## config.mk

```make
export PLATFORM = sky130hd
export DESIGN_NAME = byte_credit_fifo_unit
export DESIGN_NICKNAME = d
export VERILOG_FILES = /design/src/sv/bcf_pkg.sv /design/src/sv/byte_credit_fifo_unit.sv
export VERILOG_INCLUDE_DIRS = /design/src /design/src/sv
export SDC_FILE = /design/constraint.sdc
export NUM_CORES = 2
export LEC_CHECK = 0
export BUFFER_PORTS_ARGS = -buffer_cell sky130_fd_sc_hd__buf_2
export CAP_MARGIN = 15
export CORE_MARGIN = 4
export CORE_UTILIZATION = 59
export CTS_CLUSTER_DIAMETER = 200
export CTS_CLUSTER_SIZE = 10
export DETAILED_ROUTE_END_ITERATION = 12
export GPL_TIMING_DRIVEN = 0
export HOLD_SLACK_MARGIN = 0.15
export PLACE_DENSITY = 0.75
export SYNTH_ARGS = -nofsm -noshare
export SYNTH_HDL_FRONTEND = slang
export SYNTH_SLANG_ARGS = --single-unit
export TNS_END_PERCENT = 20
```

## constraint.sdc

```tcl
create_clock -name clock -period 21.1 [get_ports clock]
set_clock_uncertainty 0.1 [all_clocks]
set_input_delay 0 -clock clock [delete_from_list [all_inputs] [get_ports clock]]
set_output_delay 0 -clock clock [all_outputs]
set_load 0.05 [all_outputs]
```

## src/sv/byte_credit_fifo_unit_assert.svh

```systemverilog
// ----------------------------------------------------------------------------
// byte_credit_fifo_unit assertion macros
// Short forms for the concurrent checks of the descriptor queue.
// ----------------------------------------------------------------------------
`ifndef BYTE_CREDIT_FIFO_UNIT_ASSERT_SVH
`define BYTE_CREDIT_FIFO_UNIT_ASSERT_SVH

// cond holds at every edge outside reset
`define BCF_ASSERT_ALWAYS(label, clk, rst, cond, msg) \
   label: assert property (@(posedge clk) disable iff (rst) (cond)) else $error(msg);

// cons holds at the same edge as ante
`define BCF_ASSERT_IMPLIES(label, clk, rst, ante, cons, msg) \
   label: assert property (@(posedge clk) disable iff (rst) (ante) |-> (cons)) \
      else $error(msg);

// cons holds at the edge after ante
`define BCF_ASSERT_NEXT(label, clk, rst, ante, cons, msg) \
   label: assert property (@(posedge clk) disable iff (rst) (ante) |=> (cons)) \
      else $error(msg);

`endif

```

## src/sv/bcf_pkg.sv

```systemverilog
// ----------------------------------------------------------------------------
// bcf_pkg
// Types, codes and helpers of the byte credit descriptor queue.
// ----------------------------------------------------------------------------
package bcf_pkg;

   localparam int DATA_WIDTH         = 32;
   localparam int SLOT_COUNT_DEFAULT = 16;

   localparam logic [DATA_WIDTH-1:0] NO_LIMIT_CREDIT = 32'hFFFF_FFFF;

   // request opcodes
   localparam logic [1:0] OPC_PUT    = 2'd0;
   localparam logic [1:0] OPC_GET    = 2'd1;
   localparam logic [1:0] OPC_STATUS = 2'd2;

   // response status codes
   localparam logic [1:0] ST_OK        = 2'd0;
   localparam logic [1:0] ST_NO_CREDIT = 2'd1;
   localparam logic [1:0] ST_NO_SLOT   = 2'd2;
   localparam logic [1:0] ST_EMPTY     = 2'd3;

   typedef struct packed {
      logic [DATA_WIDTH-1:0] id;
      logic [DATA_WIDTH-1:0] op;
      logic [DATA_WIDTH-1:0] handle;
      logic [DATA_WIDTH-1:0] length;
   } entry_type;

   // credit left for a given capacity and held byte total
   function automatic logic [DATA_WIDTH-1:0] credit_of(
      input logic [DATA_WIDTH-1:0] capacity,
      input logic [DATA_WIDTH-1:0] bytes
   );
      logic [DATA_WIDTH-1:0] result;
      if (capacity == '0) begin
         result = NO_LIMIT_CREDIT;
      end else if (bytes > capacity) begin
         result = '0;
      end else begin
         result = capacity - bytes;
      end
      return result;
   endfunction

endpackage

```

## src/sv/byte_credit_fifo_unit.sv

```systemverilog
// ----------------------------------------------------------------------------
// byte_credit_fifo_unit
// Descriptor queue with a byte credit limit on admission.
// ----------------------------------------------------------------------------
//
//   channel   ports                      handshake
//   -------   ------------------------   -----------------------------------
//   request   start, busy, req_*         word taken when start && !busy
//   response  rsp_valid, rsp_*           one-cycle strobe, cannot be held off
//   config    csr_valid, csr_ready, csr  word taken when csr_valid && ready
//
// A request word is taken every cycle; busy never rises. Each word passes
// through the input register, then the decision logic that loads the
// response register. The rate is set by the head register, which always
// holds the oldest descriptor read ahead from the slot memory, so a get
// never waits on a memory read.
// Reset is synchronous and clears pointers, count, byte total and capacity;
// the slot memory needs no clearing pass. There is no stall on either side.
// ----------------------------------------------------------------------------
`include "byte_credit_fifo_unit_assert.svh"

module byte_credit_fifo_unit import bcf_pkg::*; #(
   parameter int SLOT_COUNT = SLOT_COUNT_DEFAULT,
   localparam int PtrWidth   = $clog2(SLOT_COUNT),
   localparam int CountWidth = $clog2(SLOT_COUNT + 1)
) (
   input  logic                  clock,
   input  logic                  reset,
   // request channel
   input  logic                  start,
   output logic                  busy,
   input  logic [1:0]            req_opcode,
   input  logic [DATA_WIDTH-1:0] req_entry_id,
   input  logic [DATA_WIDTH-1:0] req_entry_op,
   input  logic [DATA_WIDTH-1:0] req_entry_handle,
   input  logic [DATA_WIDTH-1:0] req_entry_length,
   // response channel
   output logic                  rsp_valid,
   output logic [1:0]            rsp_status,
   output logic [DATA_WIDTH-1:0] rsp_out_id,
   output logic [DATA_WIDTH-1:0] rsp_out_op,
   output logic [DATA_WIDTH-1:0] rsp_out_handle,
   output logic [DATA_WIDTH-1:0] rsp_out_length,
   output logic [CountWidth-1:0] rsp_entry_count,
   output logic [DATA_WIDTH-1:0] rsp_credit_left,
   output logic                  rsp_is_empty,
   output logic                  rsp_is_full,
   // configuration channel
   input  logic                  csr_valid,
   output logic                  csr_ready,
   input  logic [DATA_WIDTH-1:0] csr_byte_capacity
);

   localparam logic [PtrWidth-1:0]   LastSlot  = PtrWidth'(SLOT_COUNT - 1);
   localparam logic [CountWidth-1:0] FullCount = CountWidth'(SLOT_COUNT);

   function automatic logic [PtrWidth-1:0] next_slot(input logic [PtrWidth-1:0] ptr);
      return (ptr == LastSlot) ? '0 : ptr + PtrWidth'(1);
   endfunction

   // configuration
   logic [DATA_WIDTH-1:0] capacity_ff;

   // input register
   logic                  req_valid_ff;
   logic [1:0]            opcode_ff;
   entry_type             req_entry_ff;

   // queue state
   logic [PtrWidth-1:0]   rptr_ff, rptr_in;
   logic [PtrWidth-1:0]   wptr_ff, wptr_in;
   logic [CountWidth-1:0] count_ff, count_in;
   logic [DATA_WIDTH-1:0] bytes_ff, bytes_in;

   // slot memory and read-ahead head register
   entry_type             desc_mem_ff [SLOT_COUNT];
   entry_type             head_ff;

   // response register
   logic                  rsp_valid_ff;
   logic [1:0]            rsp_status_ff;
   entry_type             rsp_entry_ff;
   logic [CountWidth-1:0] rsp_count_ff;
   logic [DATA_WIDTH-1:0] rsp_credit_ff;
   logic                  rsp_empty_ff;
   logic                  rsp_full_ff;

   // decision logic
   logic                  limited;
   logic [DATA_WIDTH-1:0] credit_cur;
   logic [DATA_WIDTH-1:0] credit_put;
   logic [DATA_WIDTH-1:0] bytes_after_get;
   logic [DATA_WIDTH-1:0] credit_get;
   logic                  short_credit;
   logic                  put_ok;
   logic [1:0]            status_in;
   entry_type             out_entry_in;
   logic [DATA_WIDTH-1:0] credit_in;

   // a new word every cycle; config is always taken
   assign busy      = 1'b0;
   assign csr_ready = 1'b1;

   always_ff @(posedge clock) begin
      if (reset) begin
         capacity_ff <= '0;
      end else if (csr_valid && csr_ready) begin
         capacity_ff <= csr_byte_capacity;
      end
   end

   // capture the request word
   always_ff @(posedge clock) begin
      if (reset) begin
         req_valid_ff <= 1'b0;
      end else begin
         req_valid_ff <= start && !busy;
      end
   end

   always_ff @(posedge clock) begin
      opcode_ff           <= req_opcode;
      req_entry_ff.id     <= req_entry_id;
      req_entry_ff.op     <= req_entry_op;
      req_entry_ff.handle <= req_entry_handle;
      req_entry_ff.length <= req_entry_length;
   end

   // credit paths run side by side, the opcode picks one
   assign limited         = (capacity_ff != '0);
   assign credit_cur      = credit_of(capacity_ff, bytes_ff);
   assign short_credit    = limited && (req_entry_ff.length > credit_cur);
   assign credit_put      = limited ? (credit_cur - req_entry_ff.length) : NO_LIMIT_CREDIT;
   assign bytes_after_get = bytes_ff - head_ff.length;
   assign credit_get      = credit_of(capacity_ff, bytes_after_get);

   always_comb begin
      rptr_in      = rptr_ff;
      wptr_in      = wptr_ff;
      count_in     = count_ff;
      bytes_in     = bytes_ff;
      put_ok       = 1'b0;
      status_in    = ST_OK;
      out_entry_in = '0;
      credit_in    = credit_cur;
      if (req_valid_ff) begin
         case (opcode_ff)
            OPC_PUT: begin
               if (short_credit) begin
                  status_in = ST_NO_CREDIT;
               end else if (count_ff == FullCount) begin
                  status_in = ST_NO_SLOT;
               end else begin
                  put_ok    = 1'b1;
                  wptr_in   = next_slot(wptr_ff);
                  count_in  = count_ff + CountWidth'(1);
                  bytes_in  = bytes_ff + req_entry_ff.length;
                  credit_in = credit_put;
               end
            end
            OPC_GET: begin
               if (count_ff == '0) begin
                  status_in = ST_EMPTY;
               end else begin
                  out_entry_in = head_ff;
                  rptr_in      = next_slot(rptr_ff);
                  count_in     = count_ff - CountWidth'(1);
                  bytes_in     = bytes_after_get;
                  credit_in    = credit_get;
               end
            end
            default: begin
               // status only: report state, change nothing
            end
         endcase
      end
   end

   always_ff @(posedge clock) begin
      if (reset) begin
         rptr_ff  <= '0;
         wptr_ff  <= '0;
         count_ff <= '0;
         bytes_ff <= '0;
      end else begin
         rptr_ff  <= rptr_in;
         wptr_ff  <= wptr_in;
         count_ff <= count_in;
         bytes_ff <= bytes_in;
      end
   end

   // write the slot at the write pointer on an admitted put
   always_ff @(posedge clock) begin
      if (put_ok) begin
         desc_mem_ff[wptr_ff] <= req_entry_ff;
      end
   end

   // read ahead at the next read pointer; forward a put to that same slot
   always_ff @(posedge clock) begin
      if (put_ok && (wptr_ff == rptr_in)) begin
         head_ff <= req_entry_ff;
      end else begin
         head_ff <= desc_mem_ff[rptr_in];
      end
   end

   // response register
   always_ff @(posedge clock) begin
      if (reset) begin
         rsp_valid_ff <= 1'b0;
      end else begin
         rsp_valid_ff <= req_valid_ff;
      end
   end

   always_ff @(posedge clock) begin
      rsp_status_ff <= status_in;
      rsp_entry_ff  <= out_entry_in;
      rsp_count_ff  <= count_in;
      rsp_credit_ff <= credit_in;
      rsp_empty_ff  <= (count_in == '0);
      rsp_full_ff   <= limited && (credit_in == '0);
   end

   assign rsp_valid       = rsp_valid_ff;
   assign rsp_status      = rsp_status_ff;
   assign rsp_out_id      = rsp_entry_ff.id;
   assign rsp_out_op      = rsp_entry_ff.op;
   assign rsp_out_handle  = rsp_entry_ff.handle;
   assign rsp_out_length  = rsp_entry_ff.length;
   assign rsp_entry_count = rsp_count_ff;
   assign rsp_credit_left = rsp_credit_ff;
   assign rsp_is_empty    = rsp_empty_ff;
   assign rsp_is_full     = rsp_full_ff;

   // checks
   `BCF_ASSERT_ALWAYS(a_count_bound, clock, reset, count_ff <= FullCount,
      "entry count beyond slot count")
   `BCF_ASSERT_IMPLIES(a_empty_ptrs, clock, reset, count_ff == '0, rptr_ff == wptr_ff,
      "empty queue with pointers apart")
   `BCF_ASSERT_NEXT(a_word_responds, clock, reset, req_valid_ff, rsp_valid_ff,
      "request word gave no response")
   `BCF_ASSERT_IMPLIES(a_reject_no_data, clock, reset,
      rsp_valid_ff && (rsp_status_ff != ST_OK), rsp_entry_ff == '0,
      "rejected word carries descriptor data")

endmodule

```

==> results.py <==
metrics = {
    "outcome": {
        "run_status": "finished clean",
    },
    "clock_network": {
        "clock_tree.htree_level_count": 5,
        "cts.clk_slew.worst_paths_ns": 0.05,
        "cts_buf_count": 292,
        "cts_post_setup_buffers_inserted": 0,
        "clock_tree.root_cell": "sky130_fd_sc_hd__clkbuf_16",
        "clockBufferDepth": 4,
        "clkLatencyLatePin_ns": 0.92,
        "clkSinkCount": 2430,
        "tritoncts_clock_tree": "built",
    },
    "detailed_routing": {
        "drcViolationCount": 0,
        "num_vias": 58362,
        "avgRoutedWirePerCell_um": 33.0,
        "drt.antenna.violating_nets": 0,
        "routed_wl_um": 292000,
        "viasPerCell": 6.59,
        "drt_first_pass_iters": 8,
        "dr.first_iter.drc_count": 8450,
    },
    "floorplan": {
        "top_level_ports": 338,
        "initial_utilization_pct": 59.4,
        "core_rows": 148,
        "die_width_um": 413,
        "area_of_the_core_um2": 163000,
        "dieHeight_um": 413,
        "floorplan.die_area_um2": 171000,
    },
    "power": {
        "finalPower_w": 0.0108,
        "power.density_cell_area_nw_per_um2": 92.0,
        "leakage_nw": 40.0,
        "ir_drop_worst_vdd_uv": 82.6,
    },
    "finish": {
        "nets": 6795,
        "drive_gt1_share_pct": 23.0,
        "final-instance-count-excl-fill": 8858,
        "layout_overhead_on_the_synthesized_area_pct": 20.9,
    },
    "logic_synthesis": {
        "yosys-top-cells-area": "sky130_fd_sc_hd__edfxtp_1 (64%), sky130_fd_sc_hd__mux4_2 (15%), sky130_fd_sc_hd__dfxtp_1 (7.9%)",
        "synth.yosys.warnings": 0,
        "synth.top_cells.by_count": "sky130_fd_sc_hd__edfxtp_1 (2048), sky130_fd_sc_hd__mux4_2 (640), sky130_fd_sc_hd__dfxtp_1 (382)",
        "netlist_instances": 5222,
        "synthDominantCellAreaShare_pct": 63.5,
        "mappedNetlistNets": 5539,
        "ys_seq_elements": 2430,
        "synth_ff_type": "sky130_fd_sc_hd__edfxtp_1",
        "synth_seq_area_share_pct": 71.4,
        "ys_types": 87,
        "synth_top_area_cell": "sky130_fd_sc_hd__edfxtp_1",
        "syn_area_per_cell_um2": 18.5,
        "yosysMostFrequentCell": "sky130_fd_sc_hd__edfxtp_1",
        "number_of_flops_mapped_to_enable_cells_by_yosys": 2048,
        "synth_async_sr_flop_share_pct": 0,
        "synth_area_um2": 96800,
    },
    "critical_path": {
        "crit_path_end_kind": "flip-flop",
        "path_class": "flip-flop to flip-flop",
        "critical-path-slowest-cell": "sky130_fd_sc_hd__clkbuf_1",
        "cp.required_ns": 21.78,
        "critical_path.startpoint_type": "flip-flop",
        "critical_path_arrival_ns": 12.94,
        "cp_max_fo": 10,
        "critPathMaxStageDelay_ns": 1.02,
    },
    "global_routing": {
        "grt_antenna_before_repair": 8,
        "grt.total_usage_pct": 34.5,
        "grt_pass1_wl_um": 419000,
        "grt_max_degree": 24,
        "grt-ovfl-total": 0,
        "vias_in_the_first_global_route": 59687,
    },
    "timing": {
        "max_freq_mhz": 81.6,
        "timing.slew.headroom_pct": 4.34,
        "final_critical_path_share_of_the_clock_period_pct": 58.1,
        "worst_slew_pin_slew_ns": 1.42,
        "finalWorstPathRequiredPeriod_ns": 12.25,
        "setup_repair_after_global_routing_missed_its_margin": "false",
        "hold_viol_final": 0,
        "finalMaxSlewViolations": 0,
        "setup_tns_after_final_layout_ns": 0,
        "finalSetupViolCount": 0,
    },
    "flow_run": {
        "maxCapViolations": 0,
    },
    "placed_design": {
        "globalplace.congestion": 0.957,
        "portBuffers": 333,
        "dp_hpwl_um": 174000,
        "placed_cells": 7894,
    },
    "min_path": {
        "min_path_type": "input port to flip-flop",
    },
}
state kept, by name, indices dropped and copies added, names as in the netlist, 2 cells and up, named ones only:
signal	count
rsp_out_handle	32
rsp_out_id	32
wptr_ff	4
rsp_credit_left	32
rsp_entry_count	5
rsp_status	2
opcode_ff	2
rsp_out_op	32
rsp_out_length	32
rptr_ff	4
req_entry_ff	128
capacity_ff	32
count_ff	5
desc_mem_ff	2048
bytes_ff	32
power by group:
| part | switching, W | total (W) | internal [W] |
|---|---|---|---|
| registers | 0.0000821 | 0.00533 | 0.00525 |
| logic | 0.000550 | 0.000904 | 0.000353 |
| clock network | 0.00189 | 0.00453 | 0.00264 |
| total | 0.00253 | 0.0108 | 0.00824 |
metal layers:
metal / vias to the layer above / global-route usage (%) / share of wire, %
met4: 2 / 17.2 / 5.5
li1: 23663 / - / -
met5: - / 0 / 0.0024
met1: 29455 / 44.8 / 35
met2: 4412 / 56.0 / 49
met3: 830 / 7.27 / 11
cells by family (layout without fill, tap and decap cells):
| group | Yosys count | after routing | synth area share, % |
|---|---|---|---|
| AOI/OAI and AO/OA | 663 | 663 | 4.53 |
| xor gates and xnor gates | 127 | 127 | 1.18 |
| adders and majority gates | 160 | 160 | 2.09 |
| buffers and inverters | 391 | 1845 | 1.54 |
| DFF | 2430 | 2430 | 71.4 |
| muxes | 684 | 684 | 15.4 |
| other | 2 | 9 | 0.00776 |
| and+or+nand+nor | 765 | 765 | 3.87 |
worst paths after layout:
| check | from | end | slack (ns) | cells after the start |
|---|---|---|---|---|
| max | flip-flop | rsp_is_full | 8.85 | 34 |
| min | req_entry_id[26] | req_entry_ff[122] | 0.15 | 3 |
| max reg2reg | flip-flop | rsp_is_full | 8.85 | 34 |
| min reg2reg | bytes_ff[17] | bytes_ff[17] | 0.42 | 2 |
critical path, delay by kind of cell, from the launching register on:
| kind | cells | cell delay, ns |
|---|---|---|
| AO/OA/AOI/OAI | 11 | 2.87 |
| multiplexers | 2 | 1.19 |
| flip-flops | 1 | 0.31 |
| adder cells (fa/ha/maj) | 2 | 0.64 |
| AND/OR/NAND/NOR | 11 | 2.89 |
| XOR/XNOR | 1 | 0.20 |
| buffers and inverters | 7 | 3.92 |
placed cells by master, fill, tap and decap left out, types with 13 or more instances in the layout:
| cell | instances |
|---|---|
| sky130_fd_sc_hd__edfxtp_1 | 2048 |
| sky130_fd_sc_hd__mux4_2 | 640 |
| sky130_fd_sc_hd__dlygate4sd3_1 | 443 |
| sky130_fd_sc_hd__dfxtp_1 | 382 |
| sky130_fd_sc_hd__clkbuf_1 | 358 |
| sky130_fd_sc_hd__buf_2 | 346 |
| sky130_fd_sc_hd__clkbuf_16 | 301 |
| sky130_fd_sc_hd__nor2_1 | 207 |
| sky130_fd_sc_hd__nand2_1 | 181 |
| sky130_fd_sc_hd__a21oi_1 | 164 |
| sky130_fd_sc_hd__inv_1 | 147 |
| sky130_fd_sc_hd__ha_1 | 146 |
| sky130_fd_sc_hd__o21ai_0 | 134 |
| sky130_fd_sc_hd__and3_1 | 112 |
| sky130_fd_sc_hd__xnor2_1 | 78 |
| sky130_fd_sc_hd__buf_6 | 70 |
| sky130_fd_sc_hd__buf_12 | 61 |
| sky130_fd_sc_hd__a21o_1 | 58 |
| sky130_fd_sc_hd__a211oi_1 | 58 |
| sky130_fd_sc_hd__buf_1 | 55 |
| sky130_fd_sc_hd__xor2_1 | 47 |
| sky130_fd_sc_hd__nor3_1 | 41 |
| sky130_fd_sc_hd__mux2i_1 | 40 |
| sky130_fd_sc_hd__nand3_1 | 36 |
| sky130_fd_sc_hd__a31oi_1 | 33 |
| sky130_fd_sc_hd__nor2b_1 | 32 |
| sky130_fd_sc_hd__o21a_1 | 30 |
| sky130_fd_sc_hd__buf_8 | 28 |
| sky130_fd_sc_hd__nand2b_1 | 27 |
| sky130_fd_sc_hd__nand4_1 | 22 |
| sky130_fd_sc_hd__or3_1 | 21 |
| sky130_fd_sc_hd__buf_16 | 20 |
| sky130_fd_sc_hd__nor4_1 | 19 |
| sky130_fd_sc_hd__o211ai_1 | 18 |
| sky130_fd_sc_hd__and2_1 | 15 |
| sky130_fd_sc_hd__o21bai_1 | 14 |
| sky130_fd_sc_hd__o31ai_1 | 14 |
| sky130_fd_sc_hd__or2_2 | 13 |
timing repair:
item | 4_1_cts | 5_1_grt
endpoints found under the hold margin | 202 | 0
resized for setup | 0 | 0
hold buffers | 443 | 0
area by class of cell:
class / count / area (um^2)
flip-flops and latches: 2430 / 69100
diodes: 7 / 17.5
well taps: 2175 / 2720
clock buffers: 488 / 8230
clock inverters: 4 / 35.0
inverters: 147 / 552
fillers: 9418 / 45900
repair buffers: 962 / 9130
plain buffers: 244 / 945
multi-input cells: 2401 / 26300
metrics by stage:
stage	cell area, um^2	utilization, %	hold slack (ns)	worst slack [ns]
after floorplan	96800	-	-0.0723	5.60
after global placement	101000	62.1	0.00226	-9.28
after detailed placement	104000	63.8	0.00359	9.08
after CTS	117000	71.6	0.151	9.01
after global routing	117000	71.8	0.165	8.40
final	117000	71.8	0.151	8.85
No activity file was read; power rests on OpenSTA's default activity.
